==> config.mk <==
export PLATFORM = sky130hd
export DESIGN_NAME = cc_front
export DESIGN_NICKNAME = d
export VERILOG_FILES = /design/src/rtl/core/cc_pkg.sv /design/src/rtl/core/cc_front.sv
export SDC_FILE = /design/constraint.sdc
export NUM_CORES = 1
export LEC_CHECK = 0
export BUFFER_PORTS_ARGS = -buffer_cell sky130_fd_sc_hd__clkbuf_2
export CAP_MARGIN = 15
export CORE_MARGIN = 3
export CORE_UTILIZATION = 60
export CTS_BUF_LIST = sky130_fd_sc_hd__clkbuf_8
export DETAILED_ROUTE_END_ITERATION = 12
export PLACE_DENSITY = 0.93
export RECOVER_POWER = 25
export SLEW_MARGIN = 15
export SYNTH_ARGS = -nofsm -noshare
export SYNTH_HDL_FRONTEND = slang
export SYNTH_SLANG_ARGS = --single-unit
export TNS_END_PERCENT = 50
==> constraint.sdc <==
create_clock -name clk -period 3.1 [get_ports clk]
set_input_delay 0.62 -clock clk [delete_from_list [all_inputs] [get_ports clk]]
set_output_delay 0.62 -clock clk [all_outputs]
set_load 0.05 [all_outputs]
==> src/rtl/core/cc_pkg.sv <==
// Shared types, constants and the ChaCha half quarter-round function.
`timescale 1ns / 1ps

package cc_pkg;

    localparam int ROUND_COUNT_DEF = 20;

    localparam int QUEUE_DEPTH = 4;
    localparam int QUEUE_AW    = $clog2(QUEUE_DEPTH);

    localparam logic [31:0] SIGMA_0 = 32'h65787061;
    localparam logic [31:0] SIGMA_1 = 32'h6e642033;
    localparam logic [31:0] SIGMA_2 = 32'h322d6279;
    localparam logic [31:0] SIGMA_3 = 32'h7465206b;

    localparam logic [63:0] BLOCK_STEP = 64'd64;

    // Register indexes on the configuration channel
    localparam logic [2:0] REG_KEY_0_7   = 3'd0;
    localparam logic [2:0] REG_KEY_8_15  = 3'd1;
    localparam logic [2:0] REG_KEY_16_23 = 3'd2;
    localparam logic [2:0] REG_KEY_24_31 = 3'd3;
    localparam logic [2:0] REG_NONCE     = 3'd4;
    localparam logic [2:0] REG_START     = 3'd5;

    typedef logic [15:0][31:0] block_t;

    typedef struct packed {
        logic [7:0] data;
        logic       first;
        logic       last;
    } item_t;

    typedef struct packed {
        logic        valid;
        logic [2:0]  index;
        logic [63:0] data;
    } cfg_wr_t;

    typedef struct packed {
        logic emit;
        logic cur_valid;
        logic eng_busy;
        logic eng_done;
    } back_status_t;

    // One half of a quarter-round on all four lanes at once.
    // second = 0: rotate by 16 and 12; second = 1: rotate by 8 and 7.
    function automatic block_t cc_half_round(block_t w_in, logic diag, logic second);
        block_t     w;
        logic [1:0] lane;
        logic [3:0] ia;
        logic [3:0] ib;
        logic [3:0] ic;
        logic [3:0] id;
        logic [31:0] a;
        logic [31:0] b;
        logic [31:0] c;
        logic [31:0] d;
        w = w_in;
        for (int i = 0; i < 4; i++)
        begin
            lane = i[1:0];
            ia = {2'b00, lane};
            ib = {2'b01, 2'(lane + (diag ? 2'd1 : 2'd0))};
            ic = {2'b10, 2'(lane + (diag ? 2'd2 : 2'd0))};
            id = {2'b11, 2'(lane + (diag ? 2'd3 : 2'd0))};
            a = w[ia];
            b = w[ib];
            c = w[ic];
            d = w[id];
            a = a + b;
            d = d ^ a;
            d = second ? {d[23:0], d[31:24]} : {d[15:0], d[31:16]};
            c = c + d;
            b = b ^ c;
            b = second ? {b[24:0], b[31:25]} : {b[19:0], b[31:20]};
            w[ia] = a;
            w[ib] = b;
            w[ic] = c;
            w[id] = d;
        end
        return w;
    endfunction

endpackage

==> src/rtl/core/cc_front.sv <==
// Input side: accept byte requests and queue them for the cipher back end.
`timescale 1ns / 1ps

module cc_front
    import cc_pkg::*;
(
    input  logic       clk,
    input  logic       rst_n,
    input  logic       in_valid,
    output logic       in_ready,
    input  logic [7:0] in_data,
    input  logic       in_first,
    input  logic       in_last,
    output logic       head_valid,
    output item_t      head,
    input  logic       pop
);

    item_t                q_mem [QUEUE_DEPTH];
    logic [QUEUE_AW-1:0]  wr_ptr_reg;
    logic [QUEUE_AW-1:0]  wr_ptr_next;
    logic [QUEUE_AW-1:0]  rd_ptr_reg;
    logic [QUEUE_AW-1:0]  rd_ptr_next;
    logic [QUEUE_AW:0]    count_reg;
    logic [QUEUE_AW:0]    count_next;
    logic                 push;
    logic                 do_pop;

    assign in_ready   = (count_reg != (QUEUE_AW+1)'(QUEUE_DEPTH));
    assign head_valid = (count_reg != '0);
    assign push       = in_valid && in_ready;
    assign do_pop     = pop && head_valid;
    assign head       = q_mem[rd_ptr_reg];

    always_comb
    begin
        wr_ptr_next = push   ? wr_ptr_reg + 1'b1 : wr_ptr_reg;
        rd_ptr_next = do_pop ? rd_ptr_reg + 1'b1 : rd_ptr_reg;
        count_next  = count_reg;
        if (push && !do_pop)
        begin
            count_next = count_reg + 1'b1;
        end
        else if (do_pop && !push)
        begin
            count_next = count_reg - 1'b1;
        end
    end

    always_ff @(posedge clk or negedge rst_n)
    begin
        if (!rst_n)
        begin
            wr_ptr_reg <= '0;
            rd_ptr_reg <= '0;
            count_reg  <= '0;
        end
        else
        begin
            wr_ptr_reg <= wr_ptr_next;
            rd_ptr_reg <= rd_ptr_next;
            count_reg  <= count_next;
        end
    end

    always_ff @(posedge clk)
    begin
        if (push)
        begin
            q_mem[wr_ptr_reg] <= '{data: in_data, first: in_first, last: in_last};
        end
    end

endmodule

; Word level (Yosys, flattened, before mapping)
; Memories as Yosys holds them, arrays and structs flattened.
; Cells that the tools add are included.
; W data, S select, Z words.
[classes]
shift = 0
addsub = 4
n_mul = 0
n_bitwise = 0
eq_ne = 1
div_mod_pow = 0
n_reduce_logical = 8
order_cmp = 0
n_mux = 4
[ops]
columns = cell, n
row1 = $mux W3, 2
row2 = $add A2 B1 Y2 const B, 2
row3 = $logic_and A1 B1 Y1, 4
row4 = $add A3 B1 Y3 const B, 1
row5 = $ne A3 B3 Y1 const B, 1
row6 = $reduce_bool A3 Y1, 1
row7 = $sub A3 B1 Y3 const B, 1
row8 = $logic_not A1 Y1, 2
row9 = $mux W1, 2
row10 = $reduce_bool A2 Y1, 1
[word_totals]
latch_bits = 0
mem_count = 1
in_bits = 14
ramBits = 40
register_bits = 7
rom_bits = 0
[memory_table]
columns = name, words, word_bits, rd, rd_clocked_by_memory_dff, write_ports, line_no
row1 = q_mem, 4, 10, 1, 0, 1, cc_front.sv:19  ; item_t q_mem [QUEUE_DEPTH];

; Logic depth before layout (Yosys ltp)
; Gate-level depths: netlist of run 1.
[logic_depth]
ltp_word = 6
depth_mapped = 8
depth_no_buf = 8

; Worst setup path after synthesis of run 1
; Ideal clock, no wire load.
[synth_timing]
kind = register -> register
from = reg count_reg[2]
to = reg count_reg[2]
setup_slack_ps = 1050
path_buffers = 0
path_stages_with_launch = 9
t_arrival_ps = 1970
cell_sequence = dfrtp_1 -> or3_4 -> nand2_4 -> ha_1 -> inv_1 -> fa_1 -> xor2_1 -> nor2_1 -> xor2_1
[synth_via]
elab_chain_len = 5
word_cells_on_any_way = 13
cone_classes = add/sub (2) / eq/ne (1) / mux (2) / reduce/logical (8)
[synth_rtl]
columns = item, line_no
row1 = from (decl), cc_front.sv:24  ; logic [QUEUE_AW:0] count_reg;
row2 = from (signal assigned), cc_front.sv:62  ; count_reg <= count_next;
row3 = $reduce_bool A3 Y1 (*), cc_front.sv:30  ; assign head_valid = (count_reg != '0);
row4 = via head_valid, cc_front.sv:14  ; output logic head_valid,
row5 = $logic_and A1 B1 Y1 (*), cc_front.sv:32  ; assign do_pop = pop && head_valid;
row6 = $logic_not A1 Y1, cc_front.sv:40  ; if (push && !do_pop)
row7 = $logic_and A1 B1 Y1, cc_front.sv:40
row8 = $mux W3 or $reduce_bool A2 Y1 (tied branches), -
; The timed path passes the listed nets; every way through them passes the cells marked *. The select of a mux whose other input is x is not followed.
; A chain may end at the register's enable or synchronous reset.

==> results of run 1 <==
synthesized netlist by cell type, drive strengths merged:
| cell type | count | share of area [%] |
|---|---|---|
| a21boi | 1 | 0.60 |
| and2 | 4 | 1.6 |
| buf | 2 | 0.86 |
| dfrtp | 7 | 9.3 |
| edfxtp | 40 | 64 |
| fa | 1 | 1.1 |
| ha | 5 | 3.3 |
| inv | 3 | 0.60 |
| mux2 | 2 | 1.4 |
| mux4 | 10 | 12 |
| nand2 | 2 | 0.80 |
| nand3 | 1 | 0.53 |
| nor2 | 2 | 0.40 |
| or3 | 1 | 0.60 |
| xnor2 | 4 | 1.9 |
| xor2 | 2 | 0.93 |
cells by family (layout without fill, tap and decap cells):
| family | after synthesis | count (layout) | synth area share [%] |
|---|---|---|---|
| mux | 12 | 12 | 13.8 |
| simple gates | 10 | 10 | 3.92 |
| xor+xnor | 6 | 6 | 2.79 |
| compound gates | 1 | 1 | 0.598 |
| flops | 47 | 47 | 73.1 |
| fa+ha+maj | 6 | 6 | 4.39 |
| buf+inv | 5 | 36 | 1.46 |
per-layer routing:
metal | track usage (%) | wire (um)
met5 | 0 | 0
met1 | 19.7 | 1130
met4 | 8.18 | 70
met2 | 26.6 | 1400
met3 | 4.96 | 125
worst paths after layout:
path | start | end | slack (ns) | cells past startpoint
max | rd_ptr_reg[0]$_DFFE_PN0P_ | head[6] | 0.54 | 2
min | rst_n | count_reg[1]$_DFFE_PN0P_ | 0.23 | 1
max reg2reg | count_reg[2]$_DFFE_PN0P_ | count_reg[2]$_DFFE_PN0P_ | 1.05 | 8
min reg2reg | count_reg[2]$_DFFE_PN0P_ | count_reg[2]$_DFFE_PN0P_ | 0.56 | 1
max in group asynchronous | rst_n | rd_ptr_reg[0]$_DFFE_PN0P_ | 2.58 | 1
min in group clk | count_reg[2]$_DFFE_PN0P_ | count_reg[2]$_DFFE_PN0P_ | 0.56 | 1
cells in the final DEF, fill, tap and decap left out:
cell | synthesis | routed
mux2_4 | 1 | 1
nor2_1 | 2 | 2
inv_1 | 3 | 5
mux2_2 | 1 | 1
fa_1 | 1 | 1
nand2_1 | 1 | 1
clkbuf_2 | 0 | 19
nand3_2 | 1 | 1
or3_4 | 1 | 1
clkbuf_8 | 0 | 5
clkbuf_1 | 0 | 6
a21boi_2 | 1 | 1
and2_2 | 4 | 4
xor2_1 | 2 | 2
ha_1 | 5 | 5
xnor2_1 | 4 | 4
mux4_2 | 8 | 8
mux4_1 | 2 | 2
dfrtp_1 | 7 | 7
nand2_4 | 1 | 1
bufinv_16 | 0 | 1
edfxtp_1 | 40 | 40
worst max-delay path, cell delays in order, from the launching register on:
cell,delay [ns]
dfrtp_1,0.78
mux4_1,0.63
clkbuf_2,0.25
report_power, final:
group	leakage, nW	internal [W]	total, W	switching (W)
Combinational	0.282	0.000316	0.000886	0.000569
Clock	0.0607	0.000234	0.000412	0.000178
Sequential	0.448	0.000852	0.000983	0.000130
layout make-up:
type | instances | share of cell area [%]
clock buffers | 5 | 3.21
clock inverters | 3 | 1.75
inverters | 3 | 0.525
multi-input cells | 35 | 22.4
flip-flops and latches | 47 | 64.2
well taps | 42 | 2.45
repair buffers | 25 | 5.49
per-stage QoR:
step	worst slack [ns]	hold WS [ns]	area (um2)	total power, W
2_1_floorplan	1.05	0.324	1880	0.00172
3_3_place_gp	0.817	0.462	2040	0.00186
3_5_place_dp	0.795	0.473	2040	0.00189
4_1_cts	0.478	0.158	2150	0.00231
5_1_grt	0.372	0.267	2140	0.00240
6_report	0.536	0.230	2140	0.00228
==> results.json, run 1 <==
{
  "status": "finished clean",
  "fillers": 179,
  "synth_cells": 87,
  "stdcell_count": 160,
  "grt_pass1_vias": 870,
  "power_density_nw_per_um2": 1060,
  "cts.clk_slew.worst_paths_ns": 0.07,
  "period_share_pct": 82.7,
  "setup_viol": 0,
  "fmax_mhz": 390,
  "antenna-diode-count": 0,
  "remaining_drc_errors": 0,
  "end_kind": "primary output",
  "drt_wl_total_um": 2720,
  "core_um2": 2880,
  "via_count": 850,
  "fin_util_pct": 74.5,
  "pin_count": 26,
  "antenna_found_initial": 0,
  "crit_path_start_kind": "register",
  "syn_area_um2": 1880,
  "regArea_um2": 1380,
  "min_period_ns": 2.56,
  "yosysUniqueCellTypes": 20,
  "die_height_um": 62.0,
  "cap_violations": 0,
  "dieArea_um2": 3850,
  "via_per_inst": 5.31,
  "slew_violations": 0,
  "ant_nets": 0,
  "p_leak_nw": 0.790,
  "post_cts_buffers": 0,
  "tritoncts": "yes",
  "worstPathArrival_ns": 1.94,
  "hold_viol_final": 0,
  "yosys_warnings": 0,
  "num-nets-final": 137,
  "required_ns": 2.48,
  "cts_buffers": 5,
  "syn_nets": 107,
  "die_width_um": 62.0,
  "track_usage_pct": 16.3,
  "htree_levels": 2,
  "ctsResizeCount": 0,
  "yosysSeqAreaShare_pct": 73.1,
  "tightest_slew_ns": 0.668,
  "crit_type": "register to primary output",
  "grt_pass1_wl_um": 4130,
  "grt_overflow": 0,
  "grt_setup_unrepaired": "no",
  "syn_area_per_cell_um2": 21.6,
  "vdd_drop_max_mv": 0.581,
  "routabilityCongestion": 0.676,
  "port_buffers": 25,
  "dp.cells": 152,
  "dr.pass1.iters": 4,
  "initial_utilization_pct": 65.5,
  "grt_max_degree": 15,
  "multi_input_area_um2": 479,
  "ys_seq_elements": 47,
  "clock-sinks": 47,
  "placementRows": 19,
  "clk_latency_ns": 0.29,
  "fin_tns_setup_ns": 0,
  "crit_fanout": 12,
  "largest_reg_flops": 40,
  "hp-class": "input pin to async pin",
  "dp_hpwl_um": 1910,
  "syn2layout_area_growth_pct": 13.8,
  "ctsHoldBuffers": 0,
  "finalClockSkew_ns": 0.00589,
  "cts-root-buf": "clkbuf_8",
  "drtIter0Drc": 28,
  "cts_buffer_depth": 2,
  "drive_gt1_share_pct": 36.4,
  "relSlewSlack_pct": 55.5,
  "drt-wirelength-per-cell_um": 17.0
}
Power figures use the tool's default switching activity.
==> run 2, diff against run 1 <==
--- a/config.mk
+++ b/config.mk
@@ -5,13 +5,14 @@
 export SDC_FILE = /design/constraint.sdc
 export NUM_CORES = 1
 export LEC_CHECK = 0
+export ABC_AREA = 1
 export BUFFER_PORTS_ARGS = -buffer_cell sky130_fd_sc_hd__clkbuf_2
 export CAP_MARGIN = 15
 export CORE_MARGIN = 3
-export CORE_UTILIZATION = 60
+export CORE_UTILIZATION = 54
 export CTS_BUF_LIST = sky130_fd_sc_hd__clkbuf_8
 export DETAILED_ROUTE_END_ITERATION = 12
-export PLACE_DENSITY = 0.93
+export PLACE_DENSITY = 0.88
 export RECOVER_POWER = 25
 export SLEW_MARGIN = 15
 export SYNTH_ARGS = -nofsm -noshare
==> constraint.sdc (replaced) <==
create_clock -name clk -period 2.1 [get_ports clk]
set_input_delay 0.42 -clock clk [delete_from_list [all_inputs] [get_ports clk]]
set_output_delay 0.42 -clock clk [all_outputs]
set_load 0.05 [all_outputs]
==> run 2 against run 1 <==
Compared with the run above: sequential power increased by 37%; die area increased by 21%; clock skew increased by 0.00075 ns; via count increased by 50%; synthesized area increased by 11%; hold slack improved by 0.13 ns; combinational power increased by 100%; total power increased by 61%; register-to-register slack got worse by 0.82 ns; synthesized cell count increased by 100%; non-clock buffer count increased by 7; critical endpoint is now head[2]; largest power group is now combinational cells.
==> results.json, run 2 <==
{
  "r2r_cells": 9,
  "drtIter0Drc": 90,
  "ys_top_cells_by_count": "nand2_1, edfxtp_1, inv_1, o211ai_1, dfrtp_1",
  "synthMuxAreaShare_pct": 0,
  "clk_latency_ns": 0.30,
  "vdd_drop_max_mv": 0.941,
  "final_common_cell": "nand2_1",
  "syn2layout_area_growth_pct": 13.6,
  "core_um2": 3520,
  "pin_count": 26,
  "fin_tns_setup_ns": 0,
  "fmax_mhz": 520,
  "hp-class": "input pin to register",
  "htree_levels": 2,
  "r2r_slack_ns": 0.23,
  "yosys.area.top_type": "edfxtp_1",
  "required_ns": 1.68,
  "clock-sinks": 47,
  "yosys_warnings": 0,
  "dieArea_um2": 4640,
  "syn_area_per_cell_um2": 11.9,
  "p_leak_nw": 1.04,
  "timing.critical_path.from": "rd_ptr_reg[0]$_DFFE_PN0P_",
  "tightest_slew_ns": 0.285,
  "synth_top_family_by_area": "simple AND/OR/NAND/NOR gates",
  "endpoint": "head[2]",
  "crit_chain": "inv_2 > buf_12 > nand2_1 > o211ai_1 > nand2_1 > clkbuf_2",
  "worstPathArrival_ns": 1.50,
  "grt_overflow": 0,
  "r2r-end": "count_reg[1]$_DFFE_PN0P_",
  "path_common_cell": "nand2_1",
  "num-nets-final": 229,
  "synthAdderAreaFrac_pct": 3.96,
  "yosysTopAreaCellShare_pct": 57.6,
  "placementRows": 21,
  "antenna-diode-count": 0,
  "cap_violations": 0,
  "tritoncts": "yes",
  "timing.rr.start": "count_reg[1]$_DFFE_PN0P_",
  "grt_setup_unrepaired": "no",
  "min_period_ns": 1.92,
  "drt_wl_total_um": 3440,
  "slowest_delay_ns": 0.41,
  "crit_type": "register to primary output",
  "syn_area_um2": 2090,
  "cts.clk_slew.worst_paths_ns": 0.09,
  "synth_compound_gate_area_share_pct": 8.88,
  "cts_buffers": 5,
  "syn_nets": 196,
  "layout_common_cells": "nand2_1, edfxtp_1, inv_1",
  "via_count": 1279,
  "end_kind": "primary output",
  "status": "finished clean",
  "die_width_um": 68.2,
  "slowest_stage": "dfrtp_1",
  "cts_buffer_depth": 2,
  "synth_xor_area_share_pct": 0.420,
  "yosys.cell_count.top_type": "nand2_1",
  "synth_cells": 176,
  "power_density_nw_per_um2": 1550,
  "finalClockSkew_ns": 0.00663,
  "drt-wirelength-per-cell_um": 13.4,
  "track_usage_pct": 17.4,
  "timing.hold.ws_ns": 0.362,
  "dr.pass1.iters": 4,
  "async_flop_share_pct": 14.9,
  "crit_path_start_kind": "register",
  "routabilityCongestion": 0.858,
  "synthSimpleGateAreaFrac_pct": 11.4,
  "via_per_inst": 5.00,
  "antenna_found_initial": 0,
  "hold_viol_final": 0,
  "remaining_drc_errors": 0,
  "setup_viol": 0,
  "slew_violations": 0,
  "initial_utilization_pct": 59.2,
  "ys_seq_elements": 47,
  "ys.flop_type": "edfxtp_1",
  "period_share_pct": 91.6,
  "drive_gt1_share_pct": 20.0,
  "synth_edf_count": 40,
  "largest_reg_flops": 40,
  "grt_max_degree": 42,
  "die_height_um": 68.2,
  "grt_pass1_vias": 1312,
  "yosysSeqAreaShare_pct": 66.0,
  "port_buffers": 25,
  "netlist_top_cells_area": "edfxtp_1, nand2_1, dfrtp_1",
  "yosysUniqueCellTypes": 18,
  "relSlewSlack_pct": 80.9,
  "crit_fanout": 41,
  "ant_nets": 0,
  "grt_pass1_wl_um": 5750,
  "cts-root-buf": "clkbuf_8",
  "dp_hpwl_um": 2410
}
==> run 2: cell type report <==
| type | count | area, um2 |
|---|---|---|
| flip-flops and latches | 47 | 1380 |
| fillers | 277 | 1150 |
| inverters | 36 | 139 |
| clock inverters | 3 | 25.0 |
| clock buffers | 5 | 68.8 |
| repair buffers | 32 | 184 |
| well taps | 46 | 57.6 |
| multi-input cells | 87 | 519 |
==> run 2: worst min-delay path by stage <==
| stage | startpoint | end | slack [ns] | cells past startpoint |
|---|---|---|---|---|
| 2_1_floorplan | rst_n | count_reg[0]$_DFFE_PN0P_ | 0.12 | 0 |
| 6_report | in_last | q_mem[1][0]$_DFFE_PP_ | 0.36 | 1 |
| 3_3_place_gp | rst_n | rd_ptr_reg[1]$_DFFE_PN0P_ | 0.27 | 1 |
| 4_1_cts | in_data[7] | q_mem[1][9]$_DFFE_PP_ | 0.32 | 1 |
| 3_5_place_dp | rst_n | rd_ptr_reg[1]$_DFFE_PN0P_ | 0.27 | 1 |
| 5_1_grt | in_data[3] | q_mem[1][5]$_DFFE_PP_ | 0.35 | 1 |
==> run 2: kinds of logic (layout without fill, tap and decap cells) <==
group / Yosys count / count (layout)
XOR/XNOR: 1 / 1
flip-flops: 47 / 47
adder cells (fa/ha/maj): 6 / 6
AND/OR/NAND/NOR: 59 / 59
buffers and inverters: 42 / 76
AO/OA/AOI/OAI: 21 / 21
==> run 2: stage by stage <==
stage               std cells  utilization [%]  total power, W  area, um2  setup WS (ns)
floorplan                 176                -         0.00279       2090         0.0719
global placement          247             64.5         0.00310       2270          0.315
detailed placement        247             64.5         0.00317       2270          0.251
CTS                       256             67.4         0.00370       2370         0.0753
global route              256             67.3         0.00393       2370         0.0554
finish                    256             67.3         0.00367       2370          0.177
==> run 2: where the power goes <==
group / total (W) / switching, W / internal [W] / leakage, nW
combinational: 0.00179 / 0.00130 / 0.000487 / 0.544
clock: 0.000528 / 0.000290 / 0.000238 / 0.0443
sequential: 0.00135 / 0.000105 / 0.00125 / 0.451
total: 0.00367 / 0.00170 / 0.00197 / 1.04
==> run 2: timing repair <==
action | 4_1_cts | 5_1_grt
endpoints found under the hold margin | 7 | 0
hold buffers | 1 | 0
endpoints found under the setup margin | 0 | 3
gates resized for setup | 0 | 1
buffers inserted | 0 | 0
==> run 2: metal layers <==
metal | part of all wire [%] | wire length, um | GRT usage (%)
met5 | 0 | 0 | 0
met1 | 44 | 1500 | 20.2
met4 | 2.4 | 82 | 7.44
met3 | 5.1 | 176 | 5.42
met2 | 49 | 1680 | 29.5
==> run 2: critical path, delay by kind of cell (launching register included) <==
kind                   cells  cell delay [ns]
and+or+nand+nor            2             0.17
AOI/OAI and AO/OA          1             0.11
buffers and inverters      3             0.52
DFF                        1             0.41
